--- src/design/ppmfd_pkg.sv ---
// shared types and constants for the ppm frame decoder
package ppmfd_pkg;

  localparam int TIME_W   = 32;
  localparam int WIDTH_W  = 16;
  localparam int INDEX_W  = 3;
  localparam int COUNT_W  = 4;

  localparam logic [WIDTH_W-1:0] SYNC_RESET = 16'd3000;

  typedef enum logic {
    ST_IDLE,
    ST_EMIT
  } state_t;

  typedef struct packed {
    logic               rising;
    logic               gap;
    logic [WIDTH_W-1:0] interval;
  } edge_evt_t;

endpackage

--- src/design/ppmfd_edge_if.sv ---
// edge event channel and frame result channel
interface ppmfd_edge_if;
  logic                          valid;
  logic                          ready;
  logic [ppmfd_pkg::TIME_W-1:0]  edge_time;
  logic                          level_high;

  modport source (output valid, output edge_time, output level_high, input ready);
  modport sink (input valid, input edge_time, input level_high, output ready);
endinterface

interface ppmfd_result_if;
  logic                          valid;
  logic                          ready;
  logic [ppmfd_pkg::INDEX_W-1:0] channel_index;
  logic [ppmfd_pkg::WIDTH_W-1:0] channel_width;
  logic [ppmfd_pkg::COUNT_W-1:0] frame_count;
  logic                          frame_overflow;
  logic                          last_of_frame;

  modport source (output valid, output channel_index, output channel_width,
                  output frame_count, output frame_overflow, output last_of_frame,
                  input ready);
  modport sink (input valid, input channel_index, input channel_width,
                input frame_count, input frame_overflow, input last_of_frame,
                output ready);
endinterface

--- src/design/ppmfd_interval.sv ---
// interval accumulator between edges and frame gap compare
module ppmfd_interval (
  input  logic                          clk,
  input  logic                          rst,
  input  logic                          take,
  input  logic [ppmfd_pkg::WIDTH_W-1:0] now,
  input  logic                          level_high,
  input  logic                          cfg_we,
  input  logic [ppmfd_pkg::WIDTH_W-1:0] cfg_wdata,
  output ppmfd_pkg::edge_evt_t          evt
);

  logic [ppmfd_pkg::WIDTH_W-1:0] prev_time;
  logic [ppmfd_pkg::WIDTH_W-1:0] interval_sum;
  logic [ppmfd_pkg::WIDTH_W-1:0] sync_threshold;
  logic [ppmfd_pkg::WIDTH_W-1:0] sum_next;

  assign sum_next     = interval_sum + (now - prev_time);
  assign evt.rising   = level_high;
  assign evt.interval = sum_next;
  assign evt.gap      = (sum_next >= sync_threshold);

  always_ff @(posedge clk) begin
    if (rst) begin
      prev_time      <= '0;
      interval_sum   <= '0;
      sync_threshold <= ppmfd_pkg::SYNC_RESET;
    end else begin
      if (cfg_we) begin
        sync_threshold <= cfg_wdata;
      end
      if (take) begin
        prev_time    <= now;
        interval_sum <= level_high ? '0 : sum_next;
      end
    end
  end

endmodule

--- src/design/ppm_frame_decoder.sv ---
// ppm frame decoder top level: channel width store and frame readout
// an edge transfer is taken while no frame is being read out
// a sync edge with n stored channels reads max(n,1) results out of the width memory
// sync edge, then state reg, then output reg; one result per cycle while slot_free
// the next edge is taken once the last result of the frame is in the output register
// reset clears counts, interval state and threshold (3000); width memory is not cleared
module ppm_frame_decoder #(
  parameter int MAX_CHANNELS = 8
) (
  input  logic                          clk,
  input  logic                          rst,
  ppmfd_edge_if.sink                    edges,
  ppmfd_result_if.source                results,
  input  logic                          cfg_we,
  input  logic [ppmfd_pkg::WIDTH_W-1:0] cfg_wdata
);

  localparam int CNT_W = $clog2(MAX_CHANNELS + 1);
  localparam int IDX_W = (MAX_CHANNELS > 1) ? $clog2(MAX_CHANNELS) : 1;

  ppmfd_pkg::state_t    state, state_next;
  ppmfd_pkg::edge_evt_t evt;

  logic                          take;
  logic [CNT_W-1:0]              count;
  logic                          ovf;
  logic [CNT_W-1:0]              fcount;
  logic                          fovf;
  logic [IDX_W-1:0]              ptr, ptr_next;
  logic [IDX_W-1:0]              raddr;
  logic [ppmfd_pkg::WIDTH_W-1:0] rdata;
  logic                          wr_en;
  logic                          full;
  logic                          slot_free;
  logic                          load;
  logic                          is_last;

  logic [ppmfd_pkg::WIDTH_W-1:0] width_mem [MAX_CHANNELS];

  logic                          res_valid;
  logic [ppmfd_pkg::INDEX_W-1:0] res_index;
  logic [ppmfd_pkg::WIDTH_W-1:0] res_width;
  logic [ppmfd_pkg::COUNT_W-1:0] res_count;
  logic                          res_ovf;
  logic                          res_last;

  ppmfd_interval u_interval (
    .clk        (clk),
    .rst        (rst),
    .take       (take),
    .now        (edges.edge_time[ppmfd_pkg::WIDTH_W-1:0]),
    .level_high (edges.level_high),
    .cfg_we     (cfg_we),
    .cfg_wdata  (cfg_wdata),
    .evt        (evt)
  );

  assign edges.ready = (state == ppmfd_pkg::ST_IDLE);
  assign take        = edges.valid && edges.ready;
  assign full        = (count == CNT_W'(MAX_CHANNELS));
  assign wr_en       = take && evt.rising && !evt.gap && !full;
  assign slot_free   = !res_valid || results.ready;
  assign is_last     = (fcount == '0) || (CNT_W'(ptr) + CNT_W'(1) == fcount);

  always_comb begin
    state_next = state;
    ptr_next   = ptr;
    raddr      = '0;
    load       = 1'b0;
    unique case (state)
      ppmfd_pkg::ST_IDLE: begin
        if (take && evt.rising && evt.gap) begin
          state_next = ppmfd_pkg::ST_EMIT;
          ptr_next   = '0;
        end
      end
      ppmfd_pkg::ST_EMIT: begin
        raddr = ptr;
        if (slot_free) begin
          load = 1'b1;
          if (is_last) begin
            state_next = ppmfd_pkg::ST_IDLE;
          end else begin
            ptr_next = ptr + IDX_W'(1);
            raddr    = ptr_next;
          end
        end
      end
      default: begin
        state_next = ppmfd_pkg::ST_IDLE;
      end
    endcase
  end

  always_ff @(posedge clk) begin
    if (rst) begin
      state <= ppmfd_pkg::ST_IDLE;
    end else begin
      state <= state_next;
    end
  end

  always_ff @(posedge clk) begin
    if (wr_en) begin
      width_mem[count[IDX_W-1:0]] <= evt.interval;
    end
    rdata <= width_mem[raddr];
  end

  always_ff @(posedge clk) begin
    if (rst) begin
      count  <= '0;
      ovf    <= 1'b0;
      fcount <= '0;
      fovf   <= 1'b0;
      ptr    <= '0;
    end else begin
      ptr <= ptr_next;
      if (take && evt.rising) begin
        if (evt.gap) begin
          fcount <= count;
          fovf   <= ovf;
          count  <= '0;
          ovf    <= 1'b0;
        end else if (full) begin
          ovf <= 1'b1;
        end else begin
          count <= count + CNT_W'(1);
        end
      end
    end
  end

  // output register
  always_ff @(posedge clk) begin
    if (rst) begin
      res_valid <= 1'b0;
    end else if (load) begin
      res_valid <= 1'b1;
    end else if (results.ready) begin
      res_valid <= 1'b0;
    end
  end

  always_ff @(posedge clk) begin
    if (load) begin
      res_index <= ppmfd_pkg::INDEX_W'(ptr);
      res_width <= (fcount == '0) ? '0 : rdata;
      res_count <= ppmfd_pkg::COUNT_W'(fcount);
      res_ovf   <= fovf;
      res_last  <= is_last;
    end
  end

  assign results.valid          = res_valid;
  assign results.channel_index  = res_index;
  assign results.channel_width  = res_width;
  assign results.frame_count    = res_count;
  assign results.frame_overflow = res_ovf;
  assign results.last_of_frame  = res_last;

endmodule
--- src/flat_wrapper.sv ---
// flat-port wrapper written by rule: the top's interface ports become plain ports
module ppm_frame_decoder_flat 
#(
  parameter int MAX_CHANNELS = 8
)
  (clk, rst, cfg_we, cfg_wdata, edges_valid, edges_edge_time, edges_level_high, edges_ready, results_valid, results_channel_index, results_channel_width, results_frame_count, results_frame_overflow, results_last_of_frame, results_ready);
  ppmfd_edge_if edges_i ();
  ppmfd_result_if results_i ();
  input  logic clk;
  input  logic rst;
  input  logic cfg_we;
  input  logic [ppmfd_pkg::WIDTH_W-1:0] cfg_wdata;
  input wire logic [$bits(edges_i.valid)-1:0] edges_valid;
  input wire logic [$bits(edges_i.edge_time)-1:0] edges_edge_time;
  input wire logic [$bits(edges_i.level_high)-1:0] edges_level_high;
  output wire logic [$bits(edges_i.ready)-1:0] edges_ready;
  output wire logic [$bits(results_i.valid)-1:0] results_valid;
  output wire logic [$bits(results_i.channel_index)-1:0] results_channel_index;
  output wire logic [$bits(results_i.channel_width)-1:0] results_channel_width;
  output wire logic [$bits(results_i.frame_count)-1:0] results_frame_count;
  output wire logic [$bits(results_i.frame_overflow)-1:0] results_frame_overflow;
  output wire logic [$bits(results_i.last_of_frame)-1:0] results_last_of_frame;
  input wire logic [$bits(results_i.ready)-1:0] results_ready;
  assign edges_i.valid = edges_valid;
  assign edges_i.edge_time = edges_edge_time;
  assign edges_i.level_high = edges_level_high;
  assign edges_ready = edges_i.ready;
  assign results_valid = results_i.valid;
  assign results_channel_index = results_i.channel_index;
  assign results_channel_width = results_i.channel_width;
  assign results_frame_count = results_i.frame_count;
  assign results_frame_overflow = results_i.frame_overflow;
  assign results_last_of_frame = results_i.last_of_frame;
  assign results_i.ready = results_ready;
  ppm_frame_decoder #(.MAX_CHANNELS(MAX_CHANNELS)) u_core (.clk(clk), .rst(rst), .edges(edges_i), .results(results_i), .cfg_we(cfg_we), .cfg_wdata(cfg_wdata));
endmodule
--- config.mk ---
export PLATFORM = sky130hd
export DESIGN_NAME = ppm_frame_decoder_flat
export DESIGN_NICKNAME = d
export VERILOG_FILES = /design/src/design/ppmfd_pkg.sv /design/src/design/ppmfd_edge_if.sv /design/src/design/ppmfd_interval.sv /design/src/design/ppm_frame_decoder.sv /design/src/flat_wrapper.sv
export SDC_FILE = /design/constraint.sdc
export NUM_CORES = 1
export LEC_CHECK = 0
export BUFFER_PORTS_ARGS = -buffer_cell sky130_fd_sc_hd__buf_2
export CELL_PAD_IN_SITES_DETAIL_PLACEMENT = 1
export CELL_PAD_IN_SITES_GLOBAL_PLACEMENT = 1
export CORE_ASPECT_RATIO = 2
export CORE_MARGIN = 4
export CORE_UTILIZATION = 44
export DETAILED_ROUTE_END_ITERATION = 16
export HOLD_SLACK_MARGIN = 0.06
export PLACE_DENSITY_LB_ADDON = 0.1
export SYNTH_ARGS = -nofsm -noshare
export SYNTH_HDL_FRONTEND = slang
export SYNTH_SLANG_ARGS = --single-unit
--- constraint.sdc ---
create_clock -name clk -period 7.2 [get_ports clk]
set_clock_uncertainty 0.15 [all_clocks]
set_input_delay 1.08 -clock clk [delete_from_list [all_inputs] [get_ports clk]]
set_output_delay 1.08 -clock clk [all_outputs]
set_load 0.05 [all_outputs]
* Word level (Yosys, flattened, before mapping) *
Memory sizes are Yosys's and may differ from the RTL's. A register that Yosys moved wholly into a read port is not among the register bits.
Index checks and enable logic that the tools add are counted.

operators by class
  add/sub/neg operators = 5
  $lt $le $gt $ge = 1
  equality and inequality tests = 4
  mux-type cells = 20
  bitwise operators = 1
  reduce and logical (&&, ||, !) cells = 16

operators by type and width
  kind                   count
  $add A16 B16 Y16       1
  $ge A16 B16 Y1         1
  $mux W16               1
  $sub A16 B16 Y16       1
  $mux W3                4
  $mux W1                11
  $mux W4                2
  $pmux W3 S2            1
  $reduce_and A2 Y1      3
  $logic_and A1 B1 Y1    5
  $add A3 B1 Y4 const B  1
  $add A4 B1 Y4 const B  1
  $eq A4 B4 Y1           1
  $eq A4 B4 Y1 const B   1
  $logic_not A4 Y1       1
  $reduce_bool A2 Y1     2
  $add A3 B1 Y3 const B  1
  $logic_not A1 Y1       3
  $logic_or A1 B1 Y1     2
  $ne A2 B1 Y1 const B   1
  $ne A2 B2 Y1 const B   1
  $pmux W1 S2            1
  $not A1 Y1             1

storage, ports and cells
  flip-flop bits (word level) = 88
  RAM bits = 128
  input bits = 54
  output and inout bits = 27
  logic and storage cells = 63
  memories kept = 1

memories
  memory            depth  bits a word  read ports  clocked after Yosys merged registers in  wr ports  RTL line                 RTL
  u_core.width_mem  8      16           1           1                                        1         ppm_frame_decoder.sv:38  logic [ppmfd_pkg::WIDTH_W-1:0] width_mem [MAX_CHANNELS];

* Logic depth before layout (Yosys ltp) *
Gate-level depths: netlist (run 1).

  depth in word-level cells = 8
  mapped depth = 21
  gate-level depth less buffers = 20

* Modules after synthesis *
A second synthesis (run 1) with hierarchy kept.

second synthesis, totals
  cells, all modules = 810
  area, all modules = 10392.5 um^2

modules (own cells, without submodules)
  module             instances  cells an instance  area each (um^2)  seq. area each (um^2)
  ppm_frame_decoder  1          437                7129.3            5215.0
  ppmfd_interval     1          373                3263.1            960.9

* Worst setup path after synthesis (run 1) *
Ideal clock, no wire load.

  path kind = input to register
  start = in edges_edge_time[1]
  end = mem u_core.width_mem[0][0] (netlist bit), enable pin
  setup time = 436 ps
  data arrival time = 6620 ps
  data required time = 6614 ps
  setup slack = -6 ps
  stages = 18
  path buffers = 1
  cells stage by stage = inv_1 fa_1 inv_1 ha_1 a211oi_1 o21bai_1 a221oi_1 nor2_1 xor2_1 ha_1 a21o_1 a211oi_1 o21ai_0 a221oi_1 o21ai_1 nand2b_1 clkbuf_1 nor4b_1

RTL lines
  element          RTL line                 RTL
  start, declared  flat_wrapper.sv:14       input wire logic [$bits(edges_i.edge_time)-1:0] edges_edge_time;
  end, declared    ppm_frame_decoder.sv:38

==> impl_metrics.xml, run 1 <==
<?xml version="1.0" encoding="UTF-8"?>
<metrics>
  <group name="pwr">
    <metric name="finalPower" unit="mW">4.62</metric>
    <metric name="vdd.ir_drop.worst" unit="mV">0.257</metric>
    <metric name="cellPowerDensity" unit="nW/um2">368</metric>
    <metric name="leakagePower" unit="nW">4.78</metric>
  </group>
  <group name="timing">
    <metric name="max_clock_freq" unit="GHz">0.164</metric>
    <metric name="timing_hold_violations_final" unit="">0</metric>
    <metric name="slew_viol_final" unit="">0</metric>
    <metric name="whs" unit="ns">0.309</metric>
    <metric name="slack_of_the_critical_path" unit="ns">1.11</metric>
    <metric name="timing.final.crit_period" unit="ns">6.09</metric>
    <metric name="timing.final.crit_share" unit="%">84.6</metric>
    <metric name="worst_slew_pin_slew" unit="ns">1.05</metric>
    <metric name="slew_headroom" unit="%">29.6</metric>
    <metric name="unrepaired_setup_endpoints_after_global_routing" unit="">no</metric>
    <metric name="report.final.setup_viol" unit="">0</metric>
    <metric name="finalSetupTns" unit="ns">0</metric>
  </group>
  <group name="final_layout">
    <metric name="n_diodes" unit="">0</metric>
    <metric name="layout_commonest_cell" unit="">sky130_fd_sc_hd__edfxtp_1</metric>
    <metric name="proportion_of_layout_cells_with_a_drive_suffix_above_1" unit="%">16.0</metric>
    <metric name="stdcell_area" unit="um2">12500</metric>
    <metric name="finish.utilization" unit="%">51.3</metric>
    <metric name="final_cell_count_no_fill" unit="">1392</metric>
    <metric name="num-fill-cells" unit="">2608</metric>
    <metric name="design.final.nets" unit="">1148</metric>
    <metric name="layout.cells.most_common_list" unit="">153 x sky130_fd_sc_hd__edfxtp_1, 82 x sky130_fd_sc_hd__inv_1, 78 x sky130_fd_sc_hd__dfxtp_1</metric>
    <metric name="areaGrowthSynthToFinish" unit="%">14.8</metric>
  </group>
  <group name="clock_network">
    <metric name="cts_num_sinks" unit="">232</metric>
    <metric name="cts-root-buf" unit="">sky130_fd_sc_hd__clkbuf_16</metric>
    <metric name="cts_setup_buffers" unit="">0</metric>
    <metric name="cts_tree" unit="">yes</metric>
    <metric name="number_of_buffers_inserted_for_hold_repair_after_clock_tree_synthesis" unit="">0</metric>
    <metric name="cts-htree-levels" unit="">1</metric>
    <metric name="clock_tree.buffer_depth" unit="">3</metric>
    <metric name="clkLatencyLatePin" unit="ns">0.52</metric>
    <metric name="cts_buffers" unit="">23</metric>
    <metric name="reg_clk_slew_reported_paths" unit="ns">0.06</metric>
    <metric name="post_cts_resized" unit="">0</metric>
  </group>
  <group name="synth">
    <metric name="syn-cell-area" unit="um2">10900</metric>
    <metric name="syn-instance-count" unit="">988</metric>
    <metric name="synthesis.yosys.warnings" unit="">0</metric>
    <metric name="yosysUniqueCellTypes" unit="">54</metric>
    <metric name="synth_edf_count" unit="">153</metric>
    <metric name="synth_top_area_share" unit="%">42.0</metric>
    <metric name="synth_area_leader_cell" unit="">sky130_fd_sc_hd__edfxtp_1</metric>
    <metric name="synth-seq-cells" unit="">232</metric>
    <metric name="synthTopCellsByArea" unit="">sky130_fd_sc_hd__edfxtp_1 42%, sky130_fd_sc_hd__dfxtp_1 14%, sky130_fd_sc_hd__mux2i_1 4.1%, sky130_fd_sc_hd__ha_1 4.0%, sky130_fd_sc_hd__a31oi_1 3.8%</metric>
    <metric name="fraction_of_the_yosys_area_taken_by_sequential_cells" unit="%">56.5</metric>
    <metric name="post_synth.cell_area_avg" unit="um2">11.1</metric>
    <metric name="async_flop_share" unit="%">0</metric>
    <metric name="synthFlopType" unit="">sky130_fd_sc_hd__edfxtp_1</metric>
    <metric name="postSynthNetCount" unit="">1092</metric>
  </group>
  <group name="worst_setup_path">
    <metric name="timing_worst_setup_path_type" unit="">in -&gt; reg</metric>
    <metric name="timing.critical_path.required" unit="ns">7.27</metric>
    <metric name="setup.worst_path.start_class" unit="">primary input</metric>
    <metric name="critPathCaptureType" unit="">flop</metric>
    <metric name="critPathMaxFanout" unit="">16</metric>
    <metric name="critPathArrivalTime" unit="ns">6.16</metric>
  </group>
  <group name="floorplan">
    <metric name="die-height" unit="um">231</metric>
    <metric name="floorplan.initialDensity" unit="%">44.7</metric>
    <metric name="number_of_cell_rows" unit="">81</metric>
    <metric name="io_pins" unit="">81</metric>
    <metric name="design.die.area" unit="um2">27600</metric>
    <metric name="placeableCoreArea" unit="um2">24400</metric>
    <metric name="die_w" unit="um">119</metric>
  </group>
  <group name="grt">
    <metric name="grt_max_degree" unit="">72</metric>
    <metric name="grt_overflow" unit="">0</metric>
    <metric name="first_global_vias" unit="">8508</metric>
    <metric name="grt_pass1_wl" unit="um">46300</metric>
    <metric name="antenna_found_initial" unit="">0</metric>
    <metric name="track_usage" unit="%">21.5</metric>
  </group>
  <group name="placed_design">
    <metric name="preCtsSetupSlack" unit="ns">0.548</metric>
    <metric name="routability_cong" unit="">0.776</metric>
    <metric name="place.detailed.instances" unit="">1351</metric>
    <metric name="place_hpwl" unit="um">19500</metric>
    <metric name="post_dp_cell_area" unit="um2">11800</metric>
    <metric name="total_of_buffers_placed_on_input_and_output_ports" unit="">64</metric>
  </group>
  <group name="outcome">
    <metric name="status" unit="">completed</metric>
  </group>
  <group name="drt">
    <metric name="detailedRoute.firstIterationViolations" unit="">442</metric>
    <metric name="totalWireLength" unit="um">29400</metric>
    <metric name="drt.antenna.violating_nets" unit="">0</metric>
    <metric name="drt_wl_cell" unit="um">21.1</metric>
    <metric name="detailroute.via_count" unit="">7824</metric>
    <metric name="detail_route.first_pass.iterations" unit="">5</metric>
    <metric name="avgViaCountPerCell" unit="">5.62</metric>
    <metric name="drt_drc_violations_left" unit="">0</metric>
  </group>
  <group name="hold_path">
    <metric name="worstHoldPathType" unit="">reg -&gt; reg</metric>
  </group>
  <group name="job">
    <metric name="max-cap-violations" unit="">0</metric>
  </group>
</metrics>
==> synthesized netlist by cell type, drive strengths merged, types with 2 or more instances <==
library cell,count
nand3b,2
o21ai,13
inv,82
o221ai,2
and2,6
nor4b,2
a21oi,32
xnor2,14
nor2,32
or3,4
mux2i,46
a21o,10
a211oi,4
o21bai,3
dfxtp,79
o31ai,3
o211ai,9
a32o,2
edfxtp,153
and3,4
nand2b,6
nor2b,20
xor2,6
nand3,74
mux2,16
clkinv,2
nor4,8
a22oi,8
fa,15
clkbuf,44
nand2,65
o21a,4
buf,24
o2bb2ai,2
nand4,5
nor3,72
a31oi,67
or4,2
ha,35
a221oi,2
==> cell families (layout without fill, tap and decap cells) <==
group           after synthesis  in the layout  synth area share, %
flops                       232            232                 56.5
fa+ha+maj                    50             50                 6.76
simple gates                304            304                 13.6
buf+inv                     152            224                 5.51
xor+xnor                     20             20                 1.60
mux                          62             62                 5.90
compound gates              168            168                 10.1
==> worst max-delay path: stages <==
cell and delay, ns:
sky130_fd_sc_hd__buf_2 0.08, sky130_fd_sc_hd__inv_1 0.05, sky130_fd_sc_hd__fa_1 0.52, sky130_fd_sc_hd__fa_1 0.48, sky130_fd_sc_hd__nor2b_1 0.18, sky130_fd_sc_hd__o31a_1 0.24
sky130_fd_sc_hd__o211ai_1 0.25, sky130_fd_sc_hd__nand2_1 0.14, sky130_fd_sc_hd__nor2_1 0.06, sky130_fd_sc_hd__xnor2_1 0.82, sky130_fd_sc_hd__ha_1 0.40, sky130_fd_sc_hd__a211oi_1 0.20
sky130_fd_sc_hd__o21ai_0 0.12, sky130_fd_sc_hd__a221oi_1 0.29, sky130_fd_sc_hd__o21ai_1 0.13, sky130_fd_sc_hd__nand2b_1 0.38, sky130_fd_sc_hd__nor4_2 0.46, sky130_fd_sc_hd__buf_12 0.23
==> where the power goes <==
part	internal, mW	switching (mW)	leakage [nW]
clock network	0.645	0.514	0.354
registers	1.81	0.0559	2.03
logic	0.535	1.06	2.40
==> path summary, 6_finish.rpt <==
check                                                         from                                  to  slack [ns]  cells past startpoint
worst max-delay path                            edges_edge_time[1]              u_core.width_mem[2][4]        1.11                     18
worst max register to register   u_core.u_interval.interval_sum[0]              u_core.width_mem[2][4]        1.46                     20
worst min-delay path            u_core.u_interval.interval_sum[13]  u_core.u_interval.interval_sum[13]        0.31                      2
worst min register to register  u_core.u_interval.interval_sum[13]  u_core.u_interval.interval_sum[13]        0.31                      2
==> cell type report <==
type | instances | area [um2] | area share (%)
timing repair buffer | 99 | 658 | 5.25
sequential | 232 | 6180 | 49.3
clock inverter | 14 | 109 | 0.868
inverter | 84 | 315 | 2.51
clock buffer | 27 | 611 | 4.87
tap | 332 | 415 | 3.31
multi-input combinational | 604 | 4260 | 33.9
==> registers in the layout (all words and copies together) (netlist names) <==
name / flops
u_core.count: 4
u_core.fcount: 4
u_core.fovf: 1
u_core.ovf: 1
u_core.ptr: 3
u_core.rdata: 16
u_core.results.channel_index: 3
u_core.results.channel_width: 16
u_core.results.frame_count: 4
u_core.results.frame_overflow: 1
u_core.results.last_of_frame: 1
u_core.results.valid: 1
u_core.state: 1
u_core.u_interval.interval_sum: 16
u_core.u_interval.prev_time: 16
u_core.u_interval.sync_threshold: 16
u_core.width_mem: 128
==> metal layers <==
metal,up-vias,part of all wire (%),GRT usage (%)
met5,-,0,0
met2,148,57,42.6
met1,3925,35,22.2
met3,59,3.0,2.06
met4,0,4.8,10.0
li1,3692,-,-
Power figures use the tool's default switching activity.
==> run 2: changes to the inputs <==
ABC_AREA = 1   (was not set)
CORE_UTILIZATION = 42   (was 44)
clock period = 5.3 ns   (was 7.2 ns; I/O delays follow)
==> run 2 against run 1 <==
Global-route usage is 0.99 points lower. Die area is 6.4% higher. Via count is 7.3% higher. Worst hold slack worse by 0.022 ns.
==> impl_metrics.xml, run 2 <==
<?xml version="1.0" encoding="UTF-8"?>
<metrics>
  <group name="outcome">
    <metric name="status" unit="">completed</metric>
  </group>
  <group name="synth">
    <metric name="synth_common_cells" unit="">263 x sky130_fd_sc_hd__inv_1, 240 x sky130_fd_sc_hd__nand2_1, 153 x sky130_fd_sc_hd__edfxtp_1</metric>
    <metric name="synth_area_leader_cell" unit="">sky130_fd_sc_hd__edfxtp_1</metric>
    <metric name="postSynthNetCount" unit="">1326</metric>
    <metric name="synthesis.yosys.warnings" unit="">0</metric>
    <metric name="post_synth.cell_area_avg" unit="um2">9.11</metric>
    <metric name="yosysMostFrequentCell" unit="">sky130_fd_sc_hd__inv_1</metric>
    <metric name="synth-seq-cells" unit="">232</metric>
    <metric name="synth_top_area_share" unit="%">41.3</metric>
    <metric name="yosysUniqueCellTypes" unit="">31</metric>
    <metric name="syn-cell-area" unit="um2">11100</metric>
    <metric name="syn-instance-count" unit="">1222</metric>
    <metric name="synth_edf_count" unit="">153</metric>
    <metric name="async_flop_share" unit="%">0</metric>
    <metric name="synthTopCellsByArea" unit="">sky130_fd_sc_hd__edfxtp_1 41%, sky130_fd_sc_hd__dfxtp_1 14%, sky130_fd_sc_hd__inv_1 8.9%, sky130_fd_sc_hd__nand2_1 8.1%, sky130_fd_sc_hd__nand3_1 4.1%</metric>
    <metric name="synthFlopType" unit="">sky130_fd_sc_hd__edfxtp_1</metric>
    <metric name="fraction_of_the_yosys_area_taken_by_sequential_cells" unit="%">55.5</metric>
  </group>
  <group name="timing">
    <metric name="report.final.setup_viol" unit="">0</metric>
    <metric name="timing.final.crit_period" unit="ns">4.90</metric>
    <metric name="slack_of_the_critical_path" unit="ns">0.402</metric>
    <metric name="whs" unit="ns">0.287</metric>
    <metric name="timing_hold_violations_final" unit="">0</metric>
    <metric name="finalSetupTns" unit="ns">0</metric>
    <metric name="max_clock_freq" unit="GHz">0.204</metric>
    <metric name="unrepaired_setup_endpoints_after_global_routing" unit="">no</metric>
    <metric name="timing.final.crit_share" unit="%">92.4</metric>
    <metric name="slew_headroom" unit="%">36.1</metric>
    <metric name="slew_viol_final" unit="">0</metric>
    <metric name="worst_slew_pin_slew" unit="ns">0.958</metric>
  </group>
  <group name="pwr">
    <metric name="cellPowerDensity" unit="nW/um2">578</metric>
    <metric name="power.sequential.fraction" unit="%">36.2</metric>
    <metric name="power.combinational.fraction" unit="%">42.1</metric>
    <metric name="sw_frac_of_total" unit="%">39.4</metric>
    <metric name="p_sw" unit="mW">2.92</metric>
    <metric name="share_of_power_burned_in_the_clock_network" unit="%">21.7</metric>
    <metric name="leakagePower" unit="nW">5.87</metric>
    <metric name="power_internal" unit="mW">4.49</metric>
    <metric name="vdd.ir_drop.worst" unit="mV">0.298</metric>
  </group>
  <group name="hold_path">
    <metric name="worstHoldPathType" unit="">reg -&gt; reg</metric>
  </group>
  <group name="grt">
    <metric name="grt_overflow" unit="">0</metric>
    <metric name="track_usage" unit="%">20.5</metric>
    <metric name="grt_max_degree" unit="">65</metric>
    <metric name="first_global_vias" unit="">8955</metric>
    <metric name="antenna_found_initial" unit="">0</metric>
    <metric name="grt_pass1_wl" unit="um">46500</metric>
  </group>
  <group name="final_layout">
    <metric name="largest_reg_flops" unit="">128</metric>
    <metric name="finish.utilization" unit="%">48.7</metric>
    <metric name="final_cell_count_no_fill" unit="">1665</metric>
    <metric name="design.final.nets" unit="">1409</metric>
    <metric name="layout.cells.most_common_list" unit="">263 x sky130_fd_sc_hd__inv_1, 239 x sky130_fd_sc_hd__nand2_1, 153 x sky130_fd_sc_hd__edfxtp_1</metric>
    <metric name="layout_commonest_cell" unit="">sky130_fd_sc_hd__inv_1</metric>
    <metric name="areaGrowthSynthToFinish" unit="%">15.0</metric>
    <metric name="proportion_of_layout_cells_with_a_drive_suffix_above_1" unit="%">12.5</metric>
    <metric name="n_diodes" unit="">0</metric>
  </group>
  <group name="clock_network">
    <metric name="clock_tree.buffer_depth" unit="">3</metric>
    <metric name="cts-htree-levels" unit="">1</metric>
    <metric name="reg_clk_slew_reported_paths" unit="ns">0.06</metric>
    <metric name="cts_buffers" unit="">22</metric>
    <metric name="cts_tree" unit="">yes</metric>
    <metric name="cts_num_sinks" unit="">232</metric>
    <metric name="cts_setup_buffers" unit="">0</metric>
    <metric name="post_cts_resized" unit="">0</metric>
    <metric name="clkLatencyLatePin" unit="ns">0.52</metric>
    <metric name="cts-root-buf" unit="">sky130_fd_sc_hd__clkbuf_16</metric>
    <metric name="number_of_buffers_inserted_for_hold_repair_after_clock_tree_synthesis" unit="">0</metric>
  </group>
  <group name="worst_setup_path">
    <metric name="cpMostUsedCell" unit="">sky130_fd_sc_hd__nand2_1</metric>
    <metric name="slowest_stage_cell_crit_path" unit="">sky130_fd_sc_hd__fa_1</metric>
    <metric name="timing.critical_path.required" unit="ns">5.58</metric>
    <metric name="setup.worst_path.start_class" unit="">primary input</metric>
    <metric name="timing_worst_setup_path_type" unit="">in -&gt; reg</metric>
    <metric name="critPathCaptureType" unit="">flop</metric>
    <metric name="peak_per_stage_delay_on_the_critical_path" unit="ns">0.54</metric>
    <metric name="critPathMaxFanout" unit="">9</metric>
    <metric name="critPathArrivalTime" unit="ns">5.17</metric>
  </group>
  <group name="drt">
    <metric name="drt_wl_cell" unit="um">17.5</metric>
    <metric name="detailedRoute.firstIterationViolations" unit="">409</metric>
    <metric name="totalWireLength" unit="um">29100</metric>
    <metric name="drt_drc_violations_left" unit="">0</metric>
    <metric name="detailroute.via_count" unit="">8396</metric>
    <metric name="drt.antenna.violating_nets" unit="">0</metric>
    <metric name="detail_route.first_pass.iterations" unit="">4</metric>
    <metric name="avgViaCountPerCell" unit="">5.04</metric>
  </group>
  <group name="placed_design">
    <metric name="place_hpwl" unit="um">19900</metric>
    <metric name="routability_cong" unit="">0.865</metric>
    <metric name="total_of_buffers_placed_on_input_and_output_ports" unit="">64</metric>
    <metric name="preCtsSetupSlack" unit="ns">-0.140</metric>
    <metric name="place.detailed.instances" unit="">1625</metric>
  </group>
  <group name="floorplan">
    <metric name="placeableCoreArea" unit="um2">26300</metric>
    <metric name="floorplan.initialDensity" unit="%">42.4</metric>
    <metric name="number_of_cell_rows" unit="">84</metric>
    <metric name="die_w" unit="um">123</metric>
    <metric name="design.die.area" unit="um2">29300</metric>
    <metric name="io_pins" unit="">81</metric>
    <metric name="die-height" unit="um">238</metric>
  </group>
  <group name="job">
    <metric name="max-cap-violations" unit="">0</metric>
  </group>
</metrics>
[run 2: cells by family (layout without fill, tap and decap cells)]
family                   after synthesis  in the layout  synth area share (%)
flip-flops                           232            232                  55.5
AO/OA/AOI/OAI                        131            131                  6.06
adder cells (fa/ha/maj)               50             50                  6.63
AND/OR/NAND/NOR                      475            475                  19.2
buffers and inverters                319            418                  11.5
XOR/XNOR                              15             15                  1.18
[run 2: final timing paths]
path	from	slack, ns	cells past startpoint	to
setup / recovery	edges_edge_time[11]	0.40	25	u_core.count[2]
hold / removal	u_core.fovf	0.29	0	u_core.results.frame_overflow
setup reg to reg	u_core.u_interval.interval_sum[11]	0.48	24	u_core.count[2]
hold reg to reg	u_core.fovf	0.29	0	u_core.results.frame_overflow
[run 2: final cells by class]
class	count	area, um2
repair buffers	113	763
inverters	265	995
clock buffers	26	597
well taps	344	430
flip-flops and latches	232	6180
multi-input cells	671	3700
clock inverters	14	136
fillers	3096	13500
[run 2: metrics by stage]
| step | total power [mW] | instance area [um2] |
|---|---|---|
| floorplan | 4.67 | 11100 |
| global placement | 5.80 | 12100 |
| detailed placement | 5.89 | 12100 |
| CTS | 7.51 | 12800 |
| global route | 7.94 | 12800 |
| finish | 7.40 | 12800 |
[run 2: worst max-delay path, delay by kind of cell]
family | cells | cell delay, ns
buffers and inverters | 7 | 0.77
and+or+nand+nor | 10 | 1.32
adders and majority gates | 3 | 1.17
AOI/OAI and AO/OA | 5 | 1.12
[run 2: routing by layer]
layer	track usage (%)	routed length (um)	share of wire, %
met5	0	0	0
met4	6.59	704	2.4
met3	2.06	785	2.7
met2	41.2	17000	58
met1	21.4	10600	37
[run 2: power by group through the flow]
stage	sequential, mW	clock [mW]	combinational [mW]
after floorplan	2.83	0	1.83
after global placement	2.72	0	3.08
after detailed placement	2.73	0	3.17
after CTS	2.69	1.65	3.18
after global routing	2.71	1.72	3.51
final	2.68	1.60	3.12
==> run 3: changes to the inputs <==
ABC_AREA = 0   (was 1)
CORE_UTILIZATION = 44   (was 42)
==> run 3 against run 2 <==
Register-to-register slack lost 0.07 ns. Sequential power shrank 6%. Routed wire length grew 3.4%. Power shrank 9.8%. Critical path depth shrank 5. Critical path type is now reg -> reg.
==> impl_metrics.xml, run 3 (synthesized netlist as in run 1, its figures left out) <==
<?xml version="1.0" encoding="UTF-8"?>
<metrics>
  <group name="placed_design">
    <metric name="place.detailed.instances" unit="">1380</metric>
    <metric name="total_of_buffers_placed_on_input_and_output_ports" unit="">64</metric>
    <metric name="place_hpwl" unit="um">20200</metric>
    <metric name="routability_cong" unit="">0.799</metric>
    <metric name="post_dp_cell_area" unit="um2">12300</metric>
  </group>
  <group name="grt">
    <metric name="antenna_found_initial" unit="">0</metric>
    <metric name="grt_overflow" unit="">0</metric>
    <metric name="track_usage" unit="%">22.2</metric>
    <metric name="first_global_vias" unit="">8773</metric>
    <metric name="grt_max_degree" unit="">72</metric>
    <metric name="grt_pass1_wl" unit="um">48000</metric>
  </group>
  <group name="final_layout">
    <metric name="n_diodes" unit="">0</metric>
    <metric name="num-fill-cells" unit="">2606</metric>
    <metric name="finish.utilization" unit="%">53.3</metric>
    <metric name="areaGrowthSynthToFinish" unit="%">19.2</metric>
    <metric name="proportion_of_layout_cells_with_a_drive_suffix_above_1" unit="%">20.4</metric>
    <metric name="largest_reg_flops" unit="">128</metric>
    <metric name="design.final.nets" unit="">1176</metric>
    <metric name="area_used_by_multi_input_combinational_logic" unit="um2">4460</metric>
    <metric name="stdcell_area" unit="um2">13000</metric>
    <metric name="layout.cells.most_common_list" unit="">153 x sky130_fd_sc_hd__edfxtp_1, 80 x sky130_fd_sc_hd__inv_1, 78 x sky130_fd_sc_hd__dfxtp_1</metric>
    <metric name="sequential_cell_area" unit="um2">6180</metric>
    <metric name="layout_commonest_cell" unit="">sky130_fd_sc_hd__edfxtp_1</metric>
    <metric name="final_cell_count_no_fill" unit="">1420</metric>
  </group>
  <group name="worst_setup_path">
    <metric name="critPathCaptureType" unit="">flop</metric>
    <metric name="setup.worst_path.start_class" unit="">flop</metric>
    <metric name="critPathArrivalTime" unit="ns">4.96</metric>
    <metric name="timing.critical_path.required" unit="ns">5.36</metric>
    <metric name="critPathMaxFanout" unit="">16</metric>
    <metric name="timing_worst_setup_path_type" unit="">reg -&gt; reg</metric>
  </group>
  <group name="clock_network">
    <metric name="reg_clk_slew_reported_paths" unit="ns">0.07</metric>
    <metric name="cts_num_sinks" unit="">232</metric>
    <metric name="cts-htree-levels" unit="">1</metric>
    <metric name="number_of_buffers_inserted_for_hold_repair_after_clock_tree_synthesis" unit="">0</metric>
    <metric name="cts-root-buf" unit="">sky130_fd_sc_hd__clkbuf_16</metric>
    <metric name="cts_buffers" unit="">22</metric>
    <metric name="post_cts_resized" unit="">0</metric>
    <metric name="clock_tree.buffer_depth" unit="">3</metric>
    <metric name="clkLatencyLatePin" unit="ns">0.52</metric>
    <metric name="cts_setup_buffers" unit="">0</metric>
    <metric name="cts_tree" unit="">yes</metric>
  </group>
  <group name="drt">
    <metric name="avgViaCountPerCell" unit="">5.58</metric>
    <metric name="totalWireLength" unit="um">30000</metric>
    <metric name="met2_length" unit="um">17300</metric>
    <metric name="detailroute.via_count" unit="">7926</metric>
    <metric name="met1_length" unit="um">10600</metric>
    <metric name="detailedRoute.firstIterationViolations" unit="">444</metric>
    <metric name="detail_route.first_pass.iterations" unit="">4</metric>
    <metric name="drt_drc_violations_left" unit="">0</metric>
    <metric name="wl_met3" unit="um">842</metric>
    <metric name="top_layer_used" unit="">met4</metric>
    <metric name="drt.antenna.violating_nets" unit="">0</metric>
    <metric name="drt_wl_cell" unit="um">21.2</metric>
  </group>
  <group name="floorplan">
    <metric name="die-height" unit="um">231</metric>
    <metric name="die_w" unit="um">119</metric>
    <metric name="floorplan.initialDensity" unit="%">44.7</metric>
    <metric name="placeableCoreArea" unit="um2">24400</metric>
    <metric name="io_pins" unit="">81</metric>
    <metric name="number_of_cell_rows" unit="">81</metric>
    <metric name="design.die.area" unit="um2">27600</metric>
  </group>
  <group name="pwr">
    <metric name="vdd.ir_drop.worst" unit="mV">0.363</metric>
    <metric name="cellPowerDensity" unit="nW/um2">513</metric>
    <metric name="p_sw" unit="mW">2.32</metric>
    <metric name="power.combinational.fraction" unit="%">38.1</metric>
    <metric name="power_internal" unit="mW">4.36</metric>
    <metric name="sw_frac_of_total" unit="%">34.7</metric>
    <metric name="power.sequential.fraction" unit="%">38.0</metric>
    <metric name="leakagePower" unit="nW">5.00</metric>
    <metric name="share_of_power_burned_in_the_clock_network" unit="%">23.9</metric>
  </group>
  <group name="timing">
    <metric name="max_clock_freq" unit="GHz">0.204</metric>
    <metric name="timing_hold_violations_final" unit="">0</metric>
    <metric name="report.final.setup_viol" unit="">0</metric>
    <metric name="unrepaired_setup_endpoints_after_global_routing" unit="">no</metric>
    <metric name="worst_slew_pin_slew" unit="ns">0.934</metric>
    <metric name="timing.final.crit_share" unit="%">92.3</metric>
    <metric name="whs" unit="ns">0.314</metric>
    <metric name="slew_headroom" unit="%">37.3</metric>
    <metric name="slew_viol_final" unit="">0</metric>
    <metric name="timing.final.crit_period" unit="ns">4.89</metric>
  </group>
  <group name="job">
    <metric name="max-cap-violations" unit="">0</metric>
  </group>
  <group name="hold_path">
    <metric name="worstHoldPathType" unit="">reg -&gt; reg</metric>
  </group>
  <group name="outcome">
    <metric name="status" unit="">completed</metric>
  </group>
</metrics>
-- run 3: cell types whose count changed in the layout (fill, tap and decap cells not counted), moves of 20 or more --
| cell | change |
|---|---|
| sky130_fd_sc_hd__mux2i_1 | +45 |
| sky130_fd_sc_hd__nor2_1 | -20 |
| sky130_fd_sc_hd__nand2_1 | -176 |
| sky130_fd_sc_hd__nand4_1 | -66 |
| sky130_fd_sc_hd__nor3_1 | +64 |
| sky130_fd_sc_hd__a31oi_1 | +65 |
| sky130_fd_sc_hd__a21oi_1 | -47 |
| sky130_fd_sc_hd__nor2b_1 | +20 |
| sky130_fd_sc_hd__o21ai_0 | -39 |
| sky130_fd_sc_hd__inv_1 | -183 |
-- run 3: layout make-up --
cell class                 instances  share of cell area [%]
clock buffer                      33                    5.10
clock inverter                     7                   0.509
inverter                          84                    2.48
multi-input combinational        604                    34.3
sequential                       232                    47.4
tap                              332                    3.19
timing repair buffer             128                    7.01
-- run 3: critical path, cell delays in order (launching register included) --
cell and delay (ns):
sky130_fd_sc_hd__dfxtp_1 0.33, sky130_fd_sc_hd__inv_1 0.06, sky130_fd_sc_hd__fa_1 0.59, sky130_fd_sc_hd__inv_1 0.08, sky130_fd_sc_hd__ha_4 0.22, sky130_fd_sc_hd__a211oi_2 0.25
sky130_fd_sc_hd__o21bai_1 0.14, sky130_fd_sc_hd__a221oi_2 0.28, sky130_fd_sc_hd__buf_4 0.19, sky130_fd_sc_hd__o31ai_1 0.08, sky130_fd_sc_hd__xor2_1 0.17, sky130_fd_sc_hd__buf_4 0.16
sky130_fd_sc_hd__ha_1 0.30, sky130_fd_sc_hd__a21o_1 0.19, sky130_fd_sc_hd__a21o_1 0.18, sky130_fd_sc_hd__a221oi_2 0.29, sky130_fd_sc_hd__o21ai_2 0.10, sky130_fd_sc_hd__nand2b_4 0.21
sky130_fd_sc_hd__buf_4 0.20, sky130_fd_sc_hd__nor3_4 0.20, sky130_fd_sc_hd__buf_12 0.21
-- run 3: worst paths after layout --
path                                                          from                            endpoint  slack, ns  cells after the start
worst min-delay path            u_core.u_interval.interval_sum[13]  u_core.u_interval.interval_sum[13]       0.31                      2
worst max-delay path             u_core.u_interval.interval_sum[1]              u_core.width_mem[5][5]       0.41                     20
worst min register to register  u_core.u_interval.interval_sum[13]  u_core.u_interval.interval_sum[13]       0.31                      2
worst max register to register   u_core.u_interval.interval_sum[1]              u_core.width_mem[5][5]       0.41                     20
-- run 3: routing by layer --
| metal | up-vias | GRT usage, % |
|---|---|---|
| li1 | 3737 | - |
| met1 | 3976 | 23.3 |
| met2 | 145 | 44.1 |
| met3 | 68 | 1.94 |
| met4 | 0 | 9.39 |
| met5 | - | 0 |
-- run 3: power groups by stage --
stage                     clock, mW  sequential [mW]  combinational [mW]
after floorplan                   0             2.66                1.42
after global placement            0             2.57                2.47
after detailed placement          0             2.57                2.56
after CTS                      1.64             2.54                2.58
after global routing           1.72             2.55                2.78
final                          1.60             2.53                2.54
-- run 3: metrics by stage --
step / TNS (ns) / setup WS (ns) / total power, mW
3_5_place_dp: -8.61 / -0.117 / 5.13
4_1_cts: 0 / 0.380 / 6.76
5_1_grt: 0 / 0.152 / 7.06
6_report: 0 / 0.406 / 6.68
3_3_place_gp: -1.83 / -0.0359 / 5.04
2_1_floorplan: -2.31 / -0.0878 / 4.07
